## src/rsas_pkg.sv

```systemverilog
// ----------------------------------------------------------------------------
// rsas_pkg
// Shared codes and types for the rotated sorted array search block.
// ----------------------------------------------------------------------------
`default_nettype none

package rsas_pkg;

  // Width of the value fields on the input channel
  localparam int FIELD_W = 32;
  // Width of the reported position
  localparam int POS_W   = 10;

  // Item kind codes
  localparam logic KIND_LOAD  = 1'b0;
  localparam logic KIND_QUERY = 1'b1;

  // Control part of one queued operation
  typedef struct packed {
    logic is_query;
    logic first;
  } op_ctl_t;

  localparam int OP_CTL_W = $bits(op_ctl_t);

endpackage

`default_nettype wire

```

## src/rsas_front.sv

```systemverilog
// ----------------------------------------------------------------------------
// rsas_front
// Accepts input transactions, classifies them and brings the value to the
// internal data width, then hands them to the queue.
// ----------------------------------------------------------------------------
`default_nettype none

module rsas_front #(
  parameter int DATA_WIDTH = 32
) (
  input  wire logic                             clk,
  input  wire logic                             rst_n,
  input  wire logic                             in_valid,
  output logic                                  in_ready,
  input  wire logic                             in_kind,
  input  wire logic                             in_first,
  input  wire logic signed [rsas_pkg::FIELD_W-1:0] in_elem_value,
  input  wire logic signed [rsas_pkg::FIELD_W-1:0] in_target,
  output logic                                  op_valid,
  input  wire logic                             op_ready,
  output rsas_pkg::op_ctl_t                     op_ctl,
  output logic [DATA_WIDTH-1:0]                 op_value
);

  import rsas_pkg::*;

  logic                          valid_r;
  op_ctl_t                       ctl_r;
  logic [DATA_WIDTH-1:0]         value_r;
  logic [FIELD_W-1:0]            pick;
  logic [DATA_WIDTH+FIELD_W-1:0] ext;
  logic                          take;

  assign in_ready = !valid_r || op_ready;
  assign take     = in_valid && in_ready;
  assign op_valid = valid_r;
  assign op_ctl   = ctl_r;
  assign op_value = value_r;

  // select the operand, sign extend, keep the low DATA_WIDTH bits
  assign pick = (in_kind == KIND_QUERY) ? in_target : in_elem_value;
  assign ext  = {{DATA_WIDTH{pick[FIELD_W-1]}}, pick};

  always_ff @(posedge clk) begin
    if (!rst_n) begin
      valid_r <= 1'b0;
    end else if (take) begin
      valid_r <= 1'b1;
    end else if (op_ready) begin
      valid_r <= 1'b0;
    end
  end

  always_ff @(posedge clk) begin
    if (take) begin
      ctl_r.is_query <= (in_kind == KIND_QUERY);
      ctl_r.first    <= in_first;
      value_r        <= ext[DATA_WIDTH-1:0];
    end
  end

endmodule

`default_nettype wire

```

## config.mk

```make
export PLATFORM = sky130hd
export DESIGN_NAME = rsas_front
export DESIGN_NICKNAME = d
export VERILOG_FILES = /design/src/rsas_pkg.sv /design/src/rsas_front.sv
export SDC_FILE = /design/constraint.sdc
export NUM_CORES = 1
export LEC_CHECK = 0
export ABC_AREA = 1
export BUFFER_PORTS_ARGS = -buffer_cell sky130_fd_sc_hd__buf_4
export CORE_MARGIN = 3
export CORE_UTILIZATION = 45
export CTS_CLUSTER_SIZE = 40
export DETAILED_ROUTE_END_ITERATION = 6
export GPL_TIMING_DRIVEN = 1
export HOLD_SLACK_MARGIN = 0.05
export PLACE_DENSITY_LB_ADDON = 0.12
export SYNTH_ARGS = -nofsm -noshare
export SYNTH_HDL_FRONTEND = slang
export SYNTH_SLANG_ARGS = --single-unit
```

## constraint.sdc

```tcl
create_clock -name clk -period 6.9 [get_ports clk]
set_input_delay 0.345 -clock clk [delete_from_list [all_inputs] [get_ports clk]]
set_output_delay 0.345 -clock clk [all_outputs]
set_load 0.05 [all_outputs]
```

Yosys cells after proc, flatten, opt, wreduce, memory -nomap -nowiden --
Index checks and enable logic that the tools add are counted.
Storage, ports and cells: flip-flop bits (word level) 35, word-level logic and storage cells 11, bits of input ports 70
Cells by class: mux-type cells 3, reduce and logical (&&, ||, !) cells 4
Operators by type and width (number):
- 2-to-1 mux 32 bit | 1
- 2-to-1 mux 1 bit | 2
- nonzero test 2 bit | 1
- logical AND 1 bit | 1
- zero test 1 bit | 1
- logical OR 1 bit | 1

Logic depth before layout (Yosys ltp) --
Gate-level depths: netlist of run 1.
depth in word-level cells 4, depth in mapped cells 4

Least setup slack after synthesis of run 1 --
OpenSTA, ideal clock, no wires.
path kind reg2reg, from register valid_r, in the netlist op_valid, to register ctl_r, in the netlist op_ctl[0], enable pin, clock period less this slack 2.693 ns, cell stages (with the launch flop) 2, arrival 2.256 ns, path slack 4.207 ns, data required time 6.464 ns, path buffers 0, setup time 0.436 ns, cells stage by stage dfxtp_1 > a21oi_1
Between the ends: word-level cells in the longest chain between the ends 3
Ends and longest elaborated chain:
- from (decl) | line rsas_front.sv:27 | logic valid_r;
- from (signal assigned) | line rsas_front.sv:46 | valid_r <= 1'b0;
- from (signal assigned) | line rsas_front.sv:48 | valid_r <= 1'b1;
- from (signal assigned) | line rsas_front.sv:50 | valid_r <= 1'b0;
- zero test 1 bit | line rsas_front.sv:34 | assign in_ready = !valid_r || op_ready;
- logical OR 1 bit | line rsas_front.sv:34
- logical AND 1 bit | line rsas_front.sv:35 | assign take = in_valid && in_ready;
- via take | line rsas_front.sv:32 | logic take;
- to (decl) | line rsas_front.sv:28 | op_ctl_t ctl_r;
The timed path passes the listed nets, and every way through them passes these cells. A chain may end at the register's enable or synchronous reset.

Worst setup path after layout of run 1 --
from register valid_r, in the netlist op_valid, to register value_r[24], in the netlist op_value[24], enable pin
Between the ends: word-level cells in the longest chain between the ends 3
Ends and longest elaborated chain:
- zero test 1 bit | line rsas_front.sv:34
- logical OR 1 bit | line rsas_front.sv:34
- logical AND 1 bit | line rsas_front.sv:35
- via take | line rsas_front.sv:32
- to (signal assigned) | line rsas_front.sv:58 | value_r <= ext[DATA_WIDTH-1:0];
- to (decl) | line rsas_front.sv:29 | logic [DATA_WIDTH-1:0] value_r;
The timed path passes the listed nets, and every way through them passes these cells.

==> metrics.md, run 1 <==
| Metric | Value |
|---|---|
| Drt pass-1 iters | 4 |
| Worst slew pin tran | 1.06 ns |
| Final TNS setup | 0 ns |
| Vias in the first global route | 1,198 |
| Crit path launch type | flop |
| TritonCTS clock tree | built |
| Drt drc | 0 |
| Input/output buffers | 105 |
| Rows | 21 |
| Gpl congestion | 0.688 |
| Die Area | 4500 um2 |
| Share of cells above drive strength 1 | 56.8% |
| RSZ-0062 raised after global routing | no |
| Routed WL | 3380 um |
| Worst path top cell family by delay | compound AO/OA/AOI/OAI gates |
| Max-capacitance violation count | 0 |
| Library cells used by synthesis | 11 |
| CP endpoint kind | flop |
| Crit path max fanout | 34 |
| Initial antenna violation count | 0 |
| Post-synthesis cell count | 144 |
| CTS root buf | clkbuf_8 |
| Ys Warns | 0 |
| Syn Area/Cell | 11.7 um2 |
| Final setup viols | 0 |
| Final hold vios | 0 |
| Final min period | 1.58 ns |
| P_int | 374 uW |
| Seq pwr share | 48.5% |
| Max-slew headroom | 28.9% |
| Largest net degree at the start of global routing | 66 |
| Detailed placement HPWL | 2560 um |
| P&R area growth vs syn | 49.9% |
| Maximum VDD drop | 0.000128 V |
| Total grt overflow | 0 |
| Worst hold path class | input pin to flop |
| Max-slew violation count | 0 |
| Pleak | 0.00123 uW |
| Synthesized net count | 214 |
| Max clock buf depth | 2 |
| Die height | 67.1 um |
| TritonCTS Buffers | 5 |
| CP Buf/Inv Count | 0 |
| Ant diodes | 0 |
| Post-route insts no fill | 296 |
| Hold_buf cts | 0 |
| Most common cell after layout, fill and taps aside | buf_4 |
| H-tree depth | 2 |
| CTS sink count | 35 |
| Worst path cell trace | a21oi_4 |
| Yosys reg bits | 35 |
| Crit share post-route | 22.8% |
| Net Sw Power | 154 uW |
| Io pins | 106 |
| Routed wire per std cell | 11.4 um |
| Post-synthesis sequential area ratio | 62.0% |
| CP required | 6.80 ns |
| Status | complete, no violations |
| Sw frac | 29.2% |
| CP Data Arrival Time | 1.47 ns |
| Starting Density | 48.4% |
| Postcts setup bufs | 0 |
| Placed Cells | 288 |
| Combinational power share | 26.2% |
| Core area | 3470 um2 |
| Clk pwr share | 25.3% |
| GR Util All Layers | 15.5% |
| Syn Std Cell Area | 1680 um2 |
| Slowest stage cell, crit path | a21oi_4 |
| Vias/cell | 4.41 |
| PD cells | 210 nW/um2 |
| Layout Skew | 0.00190 ns |
| Clk slew on worst S/H paths | 0.06 ns |
| Slowest cell delay on critical path | 0.84 ns |
| Max Clk Rate | 0.635 GHz |
| Die width | 67.1 um |
| Final Net Count | 319 |
| Latest clock arrival within the worst-skew pair | 0.28 ns |
| Global-route wire length before repair | 5060 um |
| DR iter-0 viols | 50 |
| Post-DRT Antenna Nets | 0 |
| Most frequent cells in the layout | buf_4 (105), inv_1 (35), edfxtp_1 (34) |
| Worst Setup Path Type | flop to flop |
| Vias | 1,304 |
| PostCTS Resize Cnt | 0 |
==> worst paths after layout <==
path                 start           end  slack (ns)  cells after the start
setup / recovery  op_valid  op_value[24]        5.32                      1
hold / removal    in_first     op_ctl[0]        0.25                      1
setup reg to reg  op_valid  op_value[24]        5.32                      1
hold reg to reg   op_valid      op_valid        0.55                      2
==> state kept, by name, indices dropped and copies added (netlist names) <==
register / flops
op_value: 32
op_ctl: 2
op_valid: 1
==> kinds of logic after synthesis <==
logic type	after synthesis	share of synthesized area [%]
buffers and inverters	42	13.7
flip-flops	35	62.0
AO/OA/AOI/OAI	34	16.6
AND/OR/NAND/NOR	33	7.67
==> final cells by class <==
cell class                 instances  area (um2)
clock buffer                       6        72.6
clock inverter                     2        7.51
fill                             272         951
inverter                          35         131
multi-input combinational         67         419
sequential                        35        1040
tap                               46        57.6
timing repair buffer             105         788
==> power by group through the flow <==
stage          Clock [uW]  Combinational (uW)  Sequential [uW]
2_1_floorplan           0                36.6              313
3_3_place_gp            0                 138              261
3_5_place_dp            0                 140              261
4_1_cts               139                 141              257
5_1_grt               152                 148              257
6_report              134                 139              256
==> metrics by stage <==
step	util, %	hold WS, ns	setup WS (ns)	total power (uW)	area, um2
floorplan	-	0.444	4.21	349	1680
global placement	70.3	0.523	5.19	399	2440
detailed placement	70.3	0.529	5.15	401	2440
CTS	72.6	0.234	5.29	536	2520
global route	72.6	0.228	5.22	557	2520
finish	72.6	0.245	5.32	528	2520
==> cell usage after synthesis (all sizes together) <==
cell    number  area share, %
nand2       33            7.7
a21oi        2           0.60
dfxtp        1            1.2
o21ai       32             16
buf          7            5.9
edfxtp      34             61
inv         35            7.8
==> metal layers <==
layer	vias up	track usage, %	wire length, um
met1	556	16.5	1200
li1	678	-	-
met5	-	0	0
met2	65	25.6	1680
met4	0	8.35	48
met3	5	6.75	459
Note: power is estimated with default switching activity, not from simulation.
==> run 2: changes to the inputs <==
--- a/config.mk
+++ b/config.mk
@@ -5,10 +5,10 @@
 export SDC_FILE = /design/constraint.sdc
 export NUM_CORES = 1
 export LEC_CHECK = 0
-export ABC_AREA = 1
+export ABC_AREA = 0
 export BUFFER_PORTS_ARGS = -buffer_cell sky130_fd_sc_hd__buf_4
 export CORE_MARGIN = 3
-export CORE_UTILIZATION = 45
+export CORE_UTILIZATION = 41
 export CTS_CLUSTER_SIZE = 40
 export DETAILED_ROUTE_END_ITERATION = 6
 export GPL_TIMING_DRIVEN = 1
==> constraint.sdc (replaced) <==
create_clock -name clk -period 1.6 [get_ports clk]
set_input_delay 0.08 -clock clk [delete_from_list [all_inputs] [get_ports clk]]
set_output_delay 0.08 -clock clk [all_outputs]
set_load 0.05 [all_outputs]
==> run 2 against run 1 <==
- critical path type unchanged
- via count shrank 19%
- maximum frequency grew 32%
- cell count shrank 21%
- non-clock buffer count grew 2
- total power grew to 4.3 times the previous value
- first-iteration DRC count grew 12%
- synthesized cell count shrank 48%
- critical path depth grew 1
- hold slack lost 0.18 ns
==> metrics.md, run 2 <==
| Metric | Value |
|---|---|
| Starting Density | 43.3% |
| Max reg flops | 32 |
| TritonCTS clock tree | built |
| Maximum VDD drop | 0.000551 V |
| DR iter-0 viols | 56 |
| Synth top cells by count | edfxtp_1 (34), mux2_4 (30), buf_12 (3), mux2_2 (2) |
| Hold depth | 2 |
| Crit share post-route | 74.5% |
| Slowest stage cell, crit path | and2_4 |
| CTS root buf | clkbuf_8 |
| Final Net Count | 255 |
| H-tree depth | 2 |
| Fillers | 280 |
| Worst path top cell family by delay | simple AND/OR/NAND/NOR gates |
| Status | complete, no violations |
| CTS sink count | 35 |
| Sw frac | 27.1% |
| Post-synth top flop | edfxtp_1 |
| Global-route wire length before repair | 4600 um |
| Routed wire per std cell | 14.5 um |
| Cell taking the most area after synthesis | edfxtp_1 |
| PD cells | 917 nW/um2 |
| Post-DP Area | 2410 um2 |
| Worst path cell trace | nand2b_2 > and2_4 |
| Library cells used by synthesis | 10 |
| Share of the synthesized area in the top cell type | 63.5% |
| Combinational power share | 26.2% |
| Drt pass-1 iters | 4 |
| Largest cells by area after synthesis | edfxtp_1 (63%), mux2_4 (28%), buf_12 (3.7%) |
| CP Data Arrival Time | 1.12 ns |
| Ys Warns | 0 |
| R2r worst-path depth | 2 |
| Max Clk Rate | 0.839 GHz |
| Critical R2R Launch | op_valid |
| Die width | 68.6 um |
| Post-DRT Antenna Nets | 0 |
| Final min period | 1.19 ns |
| Max-slew headroom | 70.6% |
| Post-synthesis cell count | 75 |
| Vias in the first global route | 1,010 |
| Start point of the critical path | op_valid |
| Worst Setup Path Type | flop to flop |
| Layout Skew | 0.00509 ns |
| Die height | 68.6 um |
| Crit path launch type | flop |
| Syn Std Cell Area | 1610 um2 |
| Max clock buf depth | 2 |
| Asr flop ratio synth | 0% |
| CP Buf/Inv Count | 0 |
| Most common cell after layout, fill and taps aside | buf_4 |
| Ant diodes | 0 |
| GR Util All Layers | 14.1% |
| Worst slew pin tran | 0.441 ns |
| Core area | 3720 um2 |
| Yosys reg bits | 35 |
| Clk slew on worst S/H paths | 0.06 ns |
| Reg-to-reg slack, setup | 0.41 ns |
| Pleak | 0.00117 uW |
| Final setup viols | 0 |
| Net Sw Power | 622 uW |
| Hold path endpoint | op_valid |
| Initial antenna violation count | 0 |
| Input/output buffers | 105 |
| Seq pwr share | 48.1% |
| Vias | 1,056 |
| Post-synthesis sequential area ratio | 64.7% |
| Max-slew violation count | 0 |
| Routed WL | 3380 um |
| RSZ-0062 raised after global routing | no |
| P&R area growth vs syn | 55.5% |
| FF-to-FF End | op_value[6] |
| Clk pwr share | 25.7% |
| Count leader, synth | edfxtp_1 |
| CP endpoint kind | flop |
| PostCTS Resize Cnt | 0 |
| Syn Area/Cell | 21.5 um2 |
| Slowest cell delay on critical path | 0.44 ns |
| Synthesized net count | 145 |
| Hold_sp | rst_n |
| Crit path max fanout | 34 |
| Largest net degree at the start of global routing | 35 |
| Most frequent cells in the layout | buf_4 (105), edfxtp_1 (34), mux2_4 (30) |
| Detailed placement HPWL | 2630 um |
| Final hold vios | 0 |
| Worst hold path class | input pin to flop |
| Number of synthesized flops with an enable pin | 34 |
| P_int | 1670 uW |
| Final hold slack | 0.0625 ns |
| CP required | 1.53 ns |
| Rows | 22 |
| Gpl congestion | 0.720 |
| Max-capacitance violation count | 0 |
| TritonCTS Buffers | 5 |
| Io pins | 106 |
| Drt drc | 0 |
| Total grt overflow | 0 |
| Die Area | 4710 um2 |
| Finished Cell Area | 2500 um2 |
| Final TNS setup | 0 ns |
| Vias/cell | 4.51 |
| Latest clock arrival within the worst-skew pair | 0.28 ns |
| Share of cells above drive strength 1 | 78.5% |
-- run 2: cell types whose count changed in the layout (fill, tap and decap cells not counted), sizes merged, moves of 2 or more --
| cell | before | now |
|---|---|---|
| inv | 35 | 1 |
| a21oi | 2 | 0 |
| mux2 | 0 | 32 |
| o21ai | 32 | 0 |
| nand2 | 33 | 0 |
-- run 2: metal layers --
| layer | track usage, % | share of wire, % | up-vias |
|---|---|---|---|
| li1 | - | - | 506 |
| met1 | 13.7 | 31 | 487 |
| met2 | 25.6 | 56 | 57 |
| met3 | 5.02 | 11 | 6 |
| met4 | 7.44 | 1.5 | 0 |
| met5 | 0 | 0 | - |
-- run 2: worst max path at each step --
stage	end	slack, ns	cells after the start
floorplan	op_ctl[0]	0.02	2
global placement	op_value[6]	0.43	3
detailed placement	op_value[22]	0.39	3
CTS	op_value[13]	0.40	2
global route	op_value[29]	0.35	2
finish	op_value[6]	0.41	2
-- run 2: stage by stage --
| step | utilization, % | std cells | power (uW) | setup WS (ns) |
|---|---|---|---|---|
| 2_1_floorplan | - | 75 | 1500 | 0.0231 |
| 3_3_place_gp | 64.9 | 225 | 1720 | 0.432 |
| 3_5_place_dp | 64.9 | 225 | 1730 | 0.395 |
| 4_1_cts | 67.3 | 234 | 2320 | 0.397 |
| 5_1_grt | 67.3 | 234 | 2390 | 0.348 |
| 6_report | 67.3 | 234 | 2290 | 0.408 |
-- run 2: power by group through the flow --
stage               sequential [uW]  clock, uW  combinational (uW)
floorplan                      1340          0                 163
global placement               1120          0                 595
detailed placement             1120          0                 606
CTS                            1100        608                 608
global route                   1110        655                 630
finish                         1100        589                 602
-- run 2: cell families after synthesis --
| logic type | after synthesis | share of synthesized area, % |
|---|---|---|
| flip-flops | 35 | 64.7 |
| multiplexers | 32 | 29.4 |
| buffers and inverters | 5 | 4.67 |
| AND/OR/NAND/NOR | 2 | 0.778 |
| AO/OA/AOI/OAI | 1 | 0.467 |
-- run 2: final cells by class --
cell class                      instances  area (um2)  share of cell area, %
Sequential cell                        35        1040                   41.6
Timing Repair Buffer                  107         818                   32.7
Multi-Input combinational cell         35         498                   19.9
Clock buffer                            7        76.3                   3.05
Tap cell                               48        60.1                   2.40
Clock inverter                          1        5.00                  0.200
Inverter                                1        3.75                  0.150
-- run 2: timing repair --
item / CTS / global route
hold buffers: 1 / 0
hold endpoints to repair: 1 / 0
setup buffers: 0 / 0
