--- config.mk ---
export PLATFORM = sky130hd
export DESIGN_NAME = rsas_fifo
export DESIGN_NICKNAME = d
export VERILOG_FILES = /design/src/rsas_fifo.sv
export SDC_FILE = /design/constraint.sdc
export NUM_CORES = 1
export LEC_CHECK = 0
export BUFFER_PORTS_ARGS = -buffer_cell sky130_fd_sc_hd__buf_2
export CORE_ASPECT_RATIO = 1.4
export CORE_MARGIN = 2
export CORE_UTILIZATION = 46
export CTS_CLUSTER_DIAMETER = 60
export DETAILED_ROUTE_END_ITERATION = 7
export PLACE_DENSITY = 0.8
export SETUP_SLACK_MARGIN = 0.3
export SYNTH_ARGS = -nofsm -noshare
export SYNTH_HDL_FRONTEND = slang
export SYNTH_SLANG_ARGS = --single-unit
--- constraint.sdc ---
create_clock -name clk -period 1.9 [get_ports clk]
set_input_delay 0.19 -clock clk [delete_from_list [all_inputs] [get_ports clk]]
set_output_delay 0.19 -clock clk [all_outputs]
set_load 0.1 [all_outputs]
--- src/rsas_fifo.sv ---
// ----------------------------------------------------------------------------
// rsas_fifo
// Two-entry queue that decouples the front stage from the search engine.
// ----------------------------------------------------------------------------
`default_nettype none

module rsas_fifo #(
  parameter int W = 34
) (
  input  wire logic         clk,
  input  wire logic         rst_n,
  input  wire logic         push_valid,
  output logic              push_ready,
  input  wire logic [W-1:0] push_data,
  output logic              pop_valid,
  input  wire logic         pop_ready,
  output logic [W-1:0]      pop_data
);

  logic [W-1:0] entry_r [2];
  logic         wr_ptr_r;
  logic         rd_ptr_r;
  logic [1:0]   fill_r;
  logic         do_push;
  logic         do_pop;

  assign push_ready = (fill_r != 2'd2);
  assign pop_valid  = (fill_r != 2'd0);
  assign pop_data   = entry_r[rd_ptr_r];
  assign do_push    = push_valid && push_ready;
  assign do_pop     = pop_valid && pop_ready;

  // pointers and fill level
  always_ff @(posedge clk) begin
    if (!rst_n) begin
      wr_ptr_r <= 1'b0;
      rd_ptr_r <= 1'b0;
      fill_r   <= 2'd0;
    end else begin
      if (do_push) wr_ptr_r <= ~wr_ptr_r;
      if (do_pop)  rd_ptr_r <= ~rd_ptr_r;
      if (do_push && !do_pop)      fill_r <= fill_r + 2'd1;
      else if (do_pop && !do_push) fill_r <= fill_r - 2'd1;
    end
  end

  // payload storage
  always_ff @(posedge clk) begin
    if (do_push) entry_r[wr_ptr_r] <= push_data;
  end

endmodule

`default_nettype wire

# --- Word-level counts from Yosys, hierarchy flattened ---
# Memories as Yosys holds them, arrays and structs flattened. A register that Yosys moved wholly into a read port is not among the register bits.
# Cells that the tools add are included.
totals:
  register_bits: 4
  ram_bits: 68
  in_bits: 38
  output_inout_bits: 36
  mem_count: 1
classes:
  n_addsub: 2
  eq_ne: 1
  n_mux: 6
  n_bitwise: 2
  n_reduce_logical: 8
memory_table:
  columns: ["memory", "depth", "width", "read_ports", "rd_ports_with_merged_regs", "write_ports", "line_no", "source"]
  rows:
  - ["entry_r", 2, 34, 1, 1, 1, "20", "logic [W-1:0] entry_r [2];"]
op_table:
  columns: ["cell", "n"]
  rows:
  - ["$logic_and 1x1->1", 4]
  - ["$mux 1", 4]
  - ["$mux 2", 2]
  - ["$reduce_bool 2->1", 2]
  - ["$add 2x1->2 const B", 1]
  - ["$logic_not 1->1", 2]
  - ["$ne 2x2->1 const B", 1]
  - ["$not 1->1", 2]
  - ["$sub 2x1->2 const B", 1]

# --- Longest topological paths before layout ---
# Gate-level depths: netlist (run 1).
logic_depth:
  depth_word: 6
  depth_mapped: 6

# --- Worst setup path before layout (run 1) ---
# Ideal clock, no wire load.
synth_path:
  kind: "flip-flop to flip-flop"
  startpoint: "reg fill_r[0]"
  endpoint: "mem entry_r[1][0] (enable)"
  setup_time_ps: 394
  arrival_time_ps: 1682
  t_required_ps: 1506
  path_slack_ps: -177
  path_stages_with_launch: 3
  path_buffers: 0
  synth_period_minus_slack_ps: 2077
  path_cell_list: "dfxtp_1 -> nand2b_4 -> and3_1"
synth_between:
  elab_chain_len: 4
synth_lines:
  columns: ["element", "line_no", "source"]
  rows:
  - ["from (decl)", "23", "logic [1:0] fill_r;"]
  - ["from (signal assigned)", "42", "if (do_push && !do_pop) fill_r <= fill_r + 2'd1;"]
  - ["from (signal assigned)", "43", "else if (do_pop && !do_push) fill_r <= fill_r - 2'd1;"]
  - ["$ne 2x2->1", "27", "assign push_ready = (fill_r != 2'd2);"]
  - ["named net push_ready", "13", "output logic push_ready,"]
  - ["$logic_and 1x1->1", "30", "assign do_push = push_valid && push_ready;"]
  - ["$mux 1", "49", "if (do_push) entry_r[wr_ptr_r] <= push_data;"]
  - ["$mux 1 (not written as such)", "49", null]
  - ["to (decl)", "20", null]
# The timed path passes the listed nets, and every way through them passes these cells.

==> results.sh, run 1 <==
export IMPL_status="finished clean"
export IMPL_ioPinCount=74
export IMPL_clkTransAtPathRegs_ps=70
export IMPL_num_antenna_cells=0
export IMPL_reg2reg_setup_slack_ps=410
export IMPL_synth_area_leader_cell="edfxtp_1"
export IMPL_timing_hold_worst_path_depth=1
export IMPL_numPlacedInstances=275
export IMPL_root_buffer="clkbuf_8"
export IMPL_grt_remaining_overflow=0
export IMPL_cts_repair_timing_setup_buffer_count=0
export IMPL_synth_enable_flop_cells=68
export IMPL_setup_violations_final=0
export IMPL_cts_hold_repair_buffers=0
export IMPL_drcViolationCount=0
export IMPL_global_route_wire_length_before_repair_mm=6.58
export IMPL_min_from="push_data[32]"
export IMPL_die_width_um=68.7
export IMPL_fin_tns_setup_ps=0
export IMPL_ys_types=20
export IMPL_crit_path_cell_chain="buf_12, mux2_2, buf_12"
export IMPL_clk_path_buf_depth=2
export IMPL_setup_worst_path_class="flop to primary output"
export IMPL_finalHoldWorstSlack_ps=44.4
export IMPL_worst_slew_pin_transition_ps=489
export IMPL_proportion_of_layout_cells_with_a_drive_suffix_above_1_pct=61.7
export IMPL_postSynthRegisterBits=73
export IMPL_synthesized_netlist_net_count=169
export IMPL_die_area_mm2=0.00649
export IMPL_finClkSkew_ps=8.58
export IMPL_vias_per_cell=4.85
export IMPL_hold_path_class="primary input to flop"
export IMPL_crit_path_top_cell_by_count="buf_12"
export IMPL_synth_largest_type_area_fraction_pct=75.8
export IMPL_final_cells=292
export IMPL_slowest_delay_ps=380
export IMPL_timing_max_slew_rel_slack_pct=67.6
export IMPL_antenna_found_initial=0
export IMPL_global_route_usage_total_pct=14.7
export IMPL_worst_setup_path_endpoint="pop_data[10]"
export IMPL_drtPass1Iterations=4
export IMPL_die_h_um=94.5
export IMPL_clkLatencyLatePin_ps=330
export IMPL_kind_of_start_point_of_the_critical_path="flop"
export IMPL_placed_area_mm2=0.00368
export IMPL_maximum_number_of_pins_on_one_net_before_global_route_repair=21
export IMPL_gp_congestion=0.703
export IMPL_critical_path_reg2reg_startpoint="fill_r[0]$_SDFFE_PN0P_"
export IMPL_detailedRoute_firstIterationViolations=41
export IMPL_numPortBuffers=73
export IMPL_timing_final_max_slew_violations=0
export IMPL_slowest_stage="dfxtp_4"
export IMPL_crit_path_max_fanout=20
export IMPL_dp_hpwl_mm=3.07
export IMPL_tritoncts_num_buffers=9
export IMPL_synthArstFlopShare_pct=0
export IMPL_reg2reg_depth=6
export IMPL_most_area_consuming_cells_after_synthesis="edfxtp_1 76%, mux2_2 14%, dfxtp_1 3.7%"
export IMPL_path_delay_family="flip-flops"
export IMPL_post_route_cell_area_mm2=0.00394
export IMPL_vias=1415
export IMPL_area_overhead_of_the_layout_relative_to_synthesis_pct=46.3
export IMPL_start_util_pct=46.9
export IMPL_fmax_mhz=618
export IMPL_clock_sinks=73
export IMPL_timing_rr_end="fill_r[1]$_SDFFE_PN0P_"
export IMPL_synth_cells=130
export IMPL_coreArea_mm2=0.00574
export IMPL_worst_ep_arrival_time_ps=1430
export IMPL_worst_path_buf_inv=2
export IMPL_min_period_ps=1620
export IMPL_critPathRequiredTime_ps=1710
export IMPL_synth_cells_most_frequent="68 x edfxtp_1, 34 x mux2_2, 5 x dfxtp_1, 4 x and2_1"
export IMPL_yosys_cell_count_top_type="edfxtp_1"
export IMPL_synthesis_area_mm2=0.00269
export IMPL_finalNetCount=256
export IMPL_cts_tree="done"
export IMPL_synth_ff_type="edfxtp_1"
export IMPL_cp_end_kind="primary output"
export IMPL_mapped_avg_cell_area_um2=20.7
export IMPL_route_final_wire_length_mm=4.42
export IMPL_wl_per_cell_um=15.1
export IMPL_unrepaired_setup_endpoints_after_global_routing="true"
export IMPL_rows=33
export IMPL_synth_seq_area_share_pct=79.6
export IMPL_ant_nets=0
export IMPL_maximum_capacitance_violations=0
export IMPL_critical_path_cell_count=3
export IMPL_timing_final_hold_violations=0
export IMPL_cts_htree_levels=3
export IMPL_first_global_vias=1465
export IMPL_synth_yosys_warnings=0
export IMPL_nFillCells=356
export IMPL_layout_worst_path_cycle_share_pct=85.1
## metrics by stage
stage               worst slack, ps  util, %
CTS                             247     68.3
floorplan                       173        -
detailed placement              358     64.2
global route                    227     68.7
global placement                418     64.2
finish                          282     68.7
## registers in the layout (all words and copies together) (netlist names), named ones only
| signal | flops |
|---|---|
| entry_r | 68 |
| fill_r | 2 |
| rd_ptr_r | 1 |
| wr_ptr_r | 1 |
## layout make-up
type	instances	area [µm²]	area share, %
clock buffer	9	124	3.14
inverter	1	7.51	0.191
clock inverter	7	85.1	2.16
tap	70	87.6	2.22
multi-input combinational	52	543	13.8
timing repair buffer	80	945	24.0
sequential	73	2150	54.5
## cell usage in the layout, fill, tap and decap left out
cell type and instances:
or3_1 1, buf_4 5, nand2b_4 1, xnor2_1 2, o21ai_1 1, buf_6 1, buf_2 39, and2_1 4
buf_12 35, mux2_4 2, xor2_1 1, dfxtp_1 2, a21boi_0 1, or2_2 1, a21boi_1 1, o21ai_0 1
dfxtp_4 1, dfxtp_2 2, a21bo_2 1, edfxtp_1 68, mux2_2 32, nand3b_1 1, ha_4 1, bufinv_16 2
clkbuf_8 9, clkinv_2 2, clkinv_1 2, clkinvlp_4 2, and3_2 1
## repair_timing
action	in CTS	in global routing
cloned	1	0
pin swaps	0	0
gates resized for setup	7	4
setup endpoints to repair	34	35
## layer usage
layer | routed length (µm) | GRT usage, %
met5 | 0 | 0
met4 | 82 | 9.50
met3 | 215 | 5.24
met2 | 2500 | 24.5
met1 | 1620 | 15.1
## kinds of logic after synthesis
family                     after synthesis  share of synthesized area (%)
DFF                                     73                           79.6
buffers and inverters                    5                           1.07
xor gates and xnor gates                 3                          0.976
AOI/OAI and AO/OA                        5                           1.30
muxes                                   34                           14.2
and+or+nand+nor                          9                           2.42
adders and majority gates                1                          0.465
## worst min-delay path by stage
| stage | endpoint |
|---|---|
| final | entry_r[0][32]$_DFFE_PP_ |
| after global routing | entry_r[0][12]$_DFFE_PP_ |
| after CTS | entry_r[0][23]$_DFFE_PP_ |
| after detailed placement | entry_r[1][27]$_DFFE_PP_ |
| after global placement | entry_r[1][14]$_DFFE_PP_ |
| after floorplan | entry_r[0][0]$_DFFE_PP_ |
Power of run 1 is left out: the tool's default activity adds up to more than one toggle a clock period on the data nets, which glitch-free logic cannot reach.
==> run 2: changes to the inputs <==
--- a/config.mk
+++ b/config.mk
@@ -8,10 +8,11 @@
 export BUFFER_PORTS_ARGS = -buffer_cell sky130_fd_sc_hd__buf_2
 export CORE_ASPECT_RATIO = 1.4
 export CORE_MARGIN = 2
-export CORE_UTILIZATION = 46
+export CORE_UTILIZATION = 48
+export CTS_BUF_LIST = sky130_fd_sc_hd__clkbuf_2 sky130_fd_sc_hd__clkbuf_4 sky130_fd_sc_hd__clkbuf_8
 export CTS_CLUSTER_DIAMETER = 60
 export DETAILED_ROUTE_END_ITERATION = 7
-export PLACE_DENSITY = 0.8
+export PLACE_DENSITY = 0.83
 export SETUP_SLACK_MARGIN = 0.3
 export SYNTH_ARGS = -nofsm -noshare
 export SYNTH_HDL_FRONTEND = slang
==> run 2 against run 1 <==
Against the previous run: global-route usage grew 1.6 points; via count grew 2.3%; hold slack gained 8.0 ps; critical path type unchanged; largest cell class unchanged.
==> results.sh, run 2 (synthesized netlist as in run 1, its figures left out) <==
export IMPL_p_leak_nw=1.46
export IMPL_rows=32
export IMPL_finClkSkew_ps=6.02
export IMPL_timing_final_max_slew_violations=0
export IMPL_grt_remaining_overflow=0
export IMPL_regMostFlops="entry_r"
export IMPL_cts_htree_levels=3
export IMPL_global_route_usage_total_pct=16.3
export IMPL_number_of_flip_flops_in_the_largest_register=68
export IMPL_timing_final_hold_violations=0
export IMPL_ant_nets=0
export IMPL_cts_repair_timing_setup_buffer_count=0
export IMPL_power_ir_vdd_worst_mv=0.985
export IMPL_area_overhead_of_the_layout_relative_to_synthesis_pct=43.9
export IMPL_dp_hpwl_mm=3.28
export IMPL_status="finished clean"
export IMPL_crit_path_max_fanout=19
export IMPL_internal_power_w=0.00380
export IMPL_power_per_cell_area_mw_per_mm2=1750
export IMPL_numPortBuffers=73
export IMPL_layout_common_cells="68 x edfxtp_1, 39 x buf_2, 35 x buf_12"
export IMPL_setup_violations_final=0
export IMPL_layout_commonest_cell="edfxtp_1"
export IMPL_maximum_capacitance_violations=0
export IMPL_cts_tree="done"
export IMPL_unrepaired_setup_endpoints_after_global_routing="true"
export IMPL_vias=1447
export IMPL_nFillCells=368
export IMPL_fmax_mhz=624
export IMPL_netSwitchingFraction_pct=44.0
export IMPL_start_util_pct=49.4
export IMPL_hold_path_class="primary input to flop"
export IMPL_power_sequential_fraction_pct=31.0
export IMPL_maximum_number_of_pins_on_one_net_before_global_route_repair=21
export IMPL_drcViolationCount=0
export IMPL_min_period_ps=1600
export IMPL_route_final_wire_length_mm=4.67
export IMPL_setup_worst_path_class="flop to primary output"
export IMPL_final_seq_area_mm2=0.00215
export IMPL_timing_max_slew_rel_slack_pct=68.0
export IMPL_post_route_cell_area_mm2=0.00387
export IMPL_timing_hold_worst_path_depth=1
export IMPL_finalNetCount=256
export IMPL_root_buffer="clkbuf_8"
export IMPL_reg2reg_depth=5
export IMPL_clock_power_share_pct=14.1
export IMPL_critPathRequiredTime_ps=1710
export IMPL_fin_tns_setup_ps=0
export IMPL_ioPinCount=74
export IMPL_wl_per_cell_um=16.1
export IMPL_reg_top3="entry_r: 68 flops, fill_r: 2 flops"
export IMPL_tritoncts_num_buffers=9
export IMPL_clock_sinks=73
export IMPL_clk_path_buf_depth=2
export IMPL_drtPass1Iterations=4
export IMPL_kind_of_start_point_of_the_critical_path="flop"
export IMPL_die_width_um=67.3
export IMPL_layout_worst_path_cycle_share_pct=84.4
export IMPL_layout_core_utilization_pct=71.1
export IMPL_min_from="push_data[23]"
export IMPL_coreArea_mm2=0.00545
export IMPL_multi_input_comb_area_um2=529
export IMPL_clkTransAtPathRegs_ps=70
export IMPL_clkLatencyLatePin_ps=320
export IMPL_p_sw_w=0.00299
export IMPL_critical_path_reg2reg_startpoint="fill_r[0]$_SDFFE_PN0P_"
export IMPL_worst_ep_arrival_time_ps=1410
export IMPL_die_h_um=92.6
export IMPL_vias_per_cell=4.99
export IMPL_global_route_wire_length_before_repair_mm=7.17
export IMPL_cp_end_kind="primary output"
export IMPL_num_antenna_cells=0
export IMPL_worst_slew_pin_transition_ps=484
export IMPL_placed_area_mm2=0.00368
export IMPL_gp_congestion=0.721
export IMPL_die_area_mm2=0.00623
export IMPL_detailedRoute_firstIterationViolations=31
export IMPL_power_share_combinational_pct=54.9
export IMPL_proportion_of_layout_cells_with_a_drive_suffix_above_1_pct=60.8
export IMPL_antenna_found_initial=0
export IMPL_first_global_vias=1564
==> run 2: path summary, 6_finish.rpt <==
| kind | end | slack (ps) |
|---|---|---|
| setup reg to reg | fill_r[1]$_SDFFE_PN0P_ | 370 |
| setup / recovery | pop_data[29] | 300 |
| hold reg to reg | fill_r[1]$_SDFFE_PN0P_ | 540 |
| hold / removal | entry_r[0][23]$_DFFE_PP_ | 50 |
==> run 2: power by group through the flow <==
stage | logic [W] | clock network (W) | registers, W
floorplan | 0.00246 | 0 | 0.00210
global placement | 0.00367 | 0 | 0.00210
detailed placement | 0.00370 | 0 | 0.00212
CTS | 0.00375 | 0.000992 | 0.00210
global route | 0.00383 | 0.00104 | 0.00213
finish | 0.00372 | 0.000957 | 0.00211
==> run 2: through the flow <==
stage	total power (W)	setup WS (ps)	hold WS, ps	std cells
floorplan	0.00456	173	289	130
global placement	0.00578	413	378	273
CTS	0.00685	265	30.6	290
detailed placement	0.00582	334	381	273
finish	0.00679	297	52.3	290
global route	0.00700	249	31.8	290
==> run 2: area by class of cell <==
class	instances	share of cell area [%]
timing repair buffer	80	24.4
inverter	1	0.194
clock inverter	6	0.646
multi-input combinational	52	13.7
tap	68	2.20
clock buffer	10	3.39
sequential	73	55.5
==> run 2: critical path, stage by stage, from the launching register on <==
cell and delay (ps):
dfxtp_4 370, buf_12 160, mux2_2 380, buf_12 170
==> run 2: repair_timing <==
action / 4_1_cts / 5_1_grt
cloned: 1 / 0
gates resized for setup: 8 / 3
pin swaps: 0 / 0
endpoints found under the setup margin: 34 / 34
hold buffers: 0 / 0
==> run 2: metal layers <==
metal	GRT usage, %	up-vias	share of wire, %
li1	-	680	-
met1	17.3	726	37
met2	29.2	35	59
met3	4.74	6	3.7
met4	6.63	0	1.2
met5	0	-	0
Power figures use the tool's default switching activity.
==> run 3: changes to the inputs <==
--- a/config.mk
+++ b/config.mk
@@ -5,14 +5,15 @@
 export SDC_FILE = /design/constraint.sdc
 export NUM_CORES = 1
 export LEC_CHECK = 0
+export ABC_AREA = 1
 export BUFFER_PORTS_ARGS = -buffer_cell sky130_fd_sc_hd__buf_2
 export CORE_ASPECT_RATIO = 1.4
 export CORE_MARGIN = 2
-export CORE_UTILIZATION = 48
+export CORE_UTILIZATION = 54
 export CTS_BUF_LIST = sky130_fd_sc_hd__clkbuf_2 sky130_fd_sc_hd__clkbuf_4 sky130_fd_sc_hd__clkbuf_8
 export CTS_CLUSTER_DIAMETER = 60
 export DETAILED_ROUTE_END_ITERATION = 7
-export PLACE_DENSITY = 0.83
+export PLACE_DENSITY = 0.87
 export SETUP_SLACK_MARGIN = 0.3
 export SYNTH_ARGS = -nofsm -noshare
 export SYNTH_HDL_FRONTEND = slang
==> constraint.sdc (replaced) <==
create_clock -name clk -period 1.57 [get_ports clk]
set_input_delay 0.157 -clock clk [delete_from_list [all_inputs] [get_ports clk]]
set_output_delay 0.157 -clock clk [all_outputs]
set_load 0.1 [all_outputs]
==> run 3 against run 2 <==
Against the previous run: the run now ends with setup timing left; setup slack worse by 350 ps; clock skew up 0.72 ps; wire length up 36%; non-clock buffer count up 25; critical path type unchanged.
==> results.sh, run 3 <==
export IMPL_clkLatencyLatePin_ps=340
export IMPL_proportion_of_layout_cells_with_a_drive_suffix_above_1_pct=56.2
export IMPL_cts_tree="done"
export IMPL_synth_area_leader_cell="edfxtp_1"
export IMPL_ys_types=15
export IMPL_cts_htree_levels=3
export IMPL_fmax_mhz=615
export IMPL_multi_input_comb_area_um2=696
export IMPL_layout_core_utilization_pct=86.4
export IMPL_synth_yosys_warnings=0
export IMPL_synth_cells=143
export IMPL_nFillCells=222
export IMPL_die_h_um=89.9
export IMPL_postSynthRegisterBits=73
export IMPL_clkTransAtPathRegs_ps=70
export IMPL_die_width_um=65.4
export IMPL_drtPass1Iterations=4
export IMPL_clk_path_buf_depth=2
export IMPL_setup_violations_final=34
export IMPL_wl_per_cell_um=19.5
export IMPL_synth_xor_xnor_area_share_pct=0
export IMPL_clock_sinks=73
export IMPL_crit_path_max_fanout=13
export IMPL_global_route_wire_length_before_repair_mm=8.56
export IMPL_post_route_cell_area_mm2=0.00442
export IMPL_dp_hpwl_mm=3.46
export IMPL_start_util_pct=55.6
export IMPL_timing_final_max_slew_violations=0
export IMPL_grt_remaining_overflow=0
export IMPL_muxShareOfSynthArea_pct=17.4
export IMPL_synthesized_netlist_net_count=182
export IMPL_layout_commonest_cell="edfxtp_1"
export IMPL_post_route_worst_setup_slack_ps=-55.0
export IMPL_power_per_cell_area_mw_per_mm2=1980
export IMPL_rows=31
export IMPL_hold_path_class="primary input to flop"
export IMPL_layout_common_cells="68 x edfxtp_1, 37 x buf_2, 37 x buf_12"
export IMPL_synth_seq_area_share_pct=75.2
export IMPL_numPortBuffers=73
export IMPL_maximum_capacitance_violations=0
export IMPL_min_period_ps=1620
export IMPL_maximum_number_of_pins_on_one_net_before_global_route_repair=20
export IMPL_power_ir_vdd_worst_mv=1.34
export IMPL_kind_of_start_point_of_the_critical_path="flop"
export IMPL_most_area_consuming_cells_after_synthesis="edfxtp_1 72%, mux2_4 16%, dfxtp_1 3.5%"
export IMPL_reg_top3="entry_r: 68 flops, fill_r: 2 flops"
export IMPL_failed_checks="setup timing"
export IMPL_gp_congestion=0.736
export IMPL_vias=1688
export IMPL_unrepaired_setup_endpoints_after_global_routing="true"
export IMPL_first_global_vias=1800
export IMPL_synthesis_area_mm2=0.00285
export IMPL_root_buffer="clkbuf_8"
export IMPL_ant_nets=0
export IMPL_worst_ep_arrival_time_ps=1470
export IMPL_route_final_wire_length_mm=6.36
export IMPL_antenna_found_initial=0
export IMPL_vias_per_cell=5.18
export IMPL_complex_gate_fraction_of_the_synthesized_area_pct=0.791
export IMPL_ioPinCount=74
export IMPL_timing_max_slew_rel_slack_pct=86.7
export IMPL_timing_final_hold_violations=0
export IMPL_finalNetCount=294
export IMPL_synth_enable_flop_cells=68
export IMPL_yosys_cell_count_top_type="edfxtp_1"
export IMPL_p_leak_nw=1.76
export IMPL_setup_worst_path_class="flop to primary output"
export IMPL_num_antenna_cells=0
export IMPL_synth_simple_gate_area_share_pct=2.64
export IMPL_worst_slew_pin_transition_ps=200
export IMPL_number_of_flip_flops_in_the_largest_register=68
export IMPL_coreArea_mm2=0.00512
export IMPL_placed_area_mm2=0.00360
export IMPL_layout_worst_path_cycle_share_pct=104
export IMPL_drcViolationCount=0
export IMPL_synth_largest_type_area_fraction_pct=71.7
export IMPL_status="finished with violations"
export IMPL_largest_family_of_logic_cells_by_synthesized_area="multiplexers"
export IMPL_area_overhead_of_the_layout_relative_to_synthesis_pct=55.3
export IMPL_synth_adder_area_share_pct=0.439
export IMPL_mapped_avg_cell_area_um2=19.9
export IMPL_synth_ff_type="edfxtp_1"
export IMPL_global_route_usage_total_pct=20.3
export IMPL_finClkSkew_ps=6.74
export IMPL_regMostFlops="entry_r"
export IMPL_fin_tns_setup_ps=-1150
export IMPL_die_area_mm2=0.00588
export IMPL_synthArstFlopShare_pct=0
export IMPL_cp_end_kind="primary output"
export IMPL_synth_cells_most_frequent="68 x edfxtp_1, 30 x mux2_4, 9 x nand2_1, 8 x inv_1, 8 x nor2_1"
export IMPL_critPathRequiredTime_ps=1410
export IMPL_tritoncts_num_buffers=9
export IMPL_detailedRoute_firstIterationViolations=48
export IMPL_final_seq_area_mm2=0.00215
==> run 3: changes by cell type after synthesis, moves of 2 or more <==
| cell | previous run | this run |
|---|---|---|
| and2_1 | 4 | 0 |
| buf_12 | 0 | 3 |
| buf_2 | 2 | 0 |
| buf_4 | 2 | 0 |
| inv_1 | 1 | 8 |
| mux2_2 | 34 | 4 |
| mux2_4 | 0 | 30 |
| nand2_1 | 0 | 9 |
| nor2_1 | 0 | 8 |
| xnor2_1 | 2 | 0 |
==> run 3: report_power, final <==
group | leakage (nW) | internal [W] | switching (W)
Sequential | 0.677 | 0.00248 | 0.000168
Clock | 0.0967 | 0.000751 | 0.000617
Combinational | 0.988 | 0.00183 | 0.00293
==> run 3: layout make-up <==
| type | instances | area share (%) |
|---|---|---|
| Sequential cell | 73 | 48.7 |
| Timing Repair Buffer | 105 | 28.7 |
| Multi-Input combinational cell | 58 | 15.7 |
| Clock buffer | 11 | 3.14 |
| Tap cell | 66 | 1.87 |
| Clock inverter | 5 | 1.05 |
| Inverter | 8 | 0.848 |
==> run 3: kinds of logic after synthesis <==
logic type / count (synthesis)
AO/OA/AOI/OAI: 4
adder cells (fa/ha/maj): 1
buffers and inverters: 12
AND/OR/NAND/NOR: 19
flip-flops: 73
multiplexers: 34
==> run 3: worst paths after layout <==
| kind | slack (ps) | start | cells after the start | to |
|---|---|---|---|---|
| max reg2reg | 340 | fill_r[0]$_SDFFE_PN0P_ | 5 | entry_r[0][6]$_DFFE_PP_ |
| min reg2reg | 520 | rd_ptr_r$_SDFFE_PN0P_ | 2 | flop |
| min | 20 | push_data[3] | 1 | entry_r[1][3]$_DFFE_PP_ |
| max | -50 | flop | 3 | pop_data[16] |
==> run 3: critical path, cell delays in order (launching register included) <==
cell	delay (ps)
dfxtp_4	440
buf_16	180
mux2_4	330
buf_12	170
==> run 3: timing repair <==
| action | CTS | global route |
|---|---|---|
| gates cloned | 1 | 1 |
| pin swaps | 0 | 7 |
| setup buffers | 1 | 1 |
| endpoints found under the setup margin | 52 | 55 |
| hold buffers | 20 | 2 |
| hold endpoints to repair | 37 | 4 |
| resized for setup | 62 | 37 |
==> run 3: routing by layer <==
layer	global-route usage, %	up-vias	part of all wire (%)
li1	-	762	-
met1	20.1	833	33
met2	36.6	69	58
met3	6.01	24	4.8
met4	10.9	0	4.4
met5	0	-	0
==> run 3: per-stage QoR <==
step,hold WS (ps),setup WS (ps),std cells,power [W]
floorplan,256,-32.0,143,0.00569
global placement,346,221,284,0.00649
detailed placement,350,199,284,0.00655
CTS,0.0989,-63.7,322,0.00842
global route,-0.204,-93.9,326,0.00907
finish,18.3,-55.0,326,0.00878
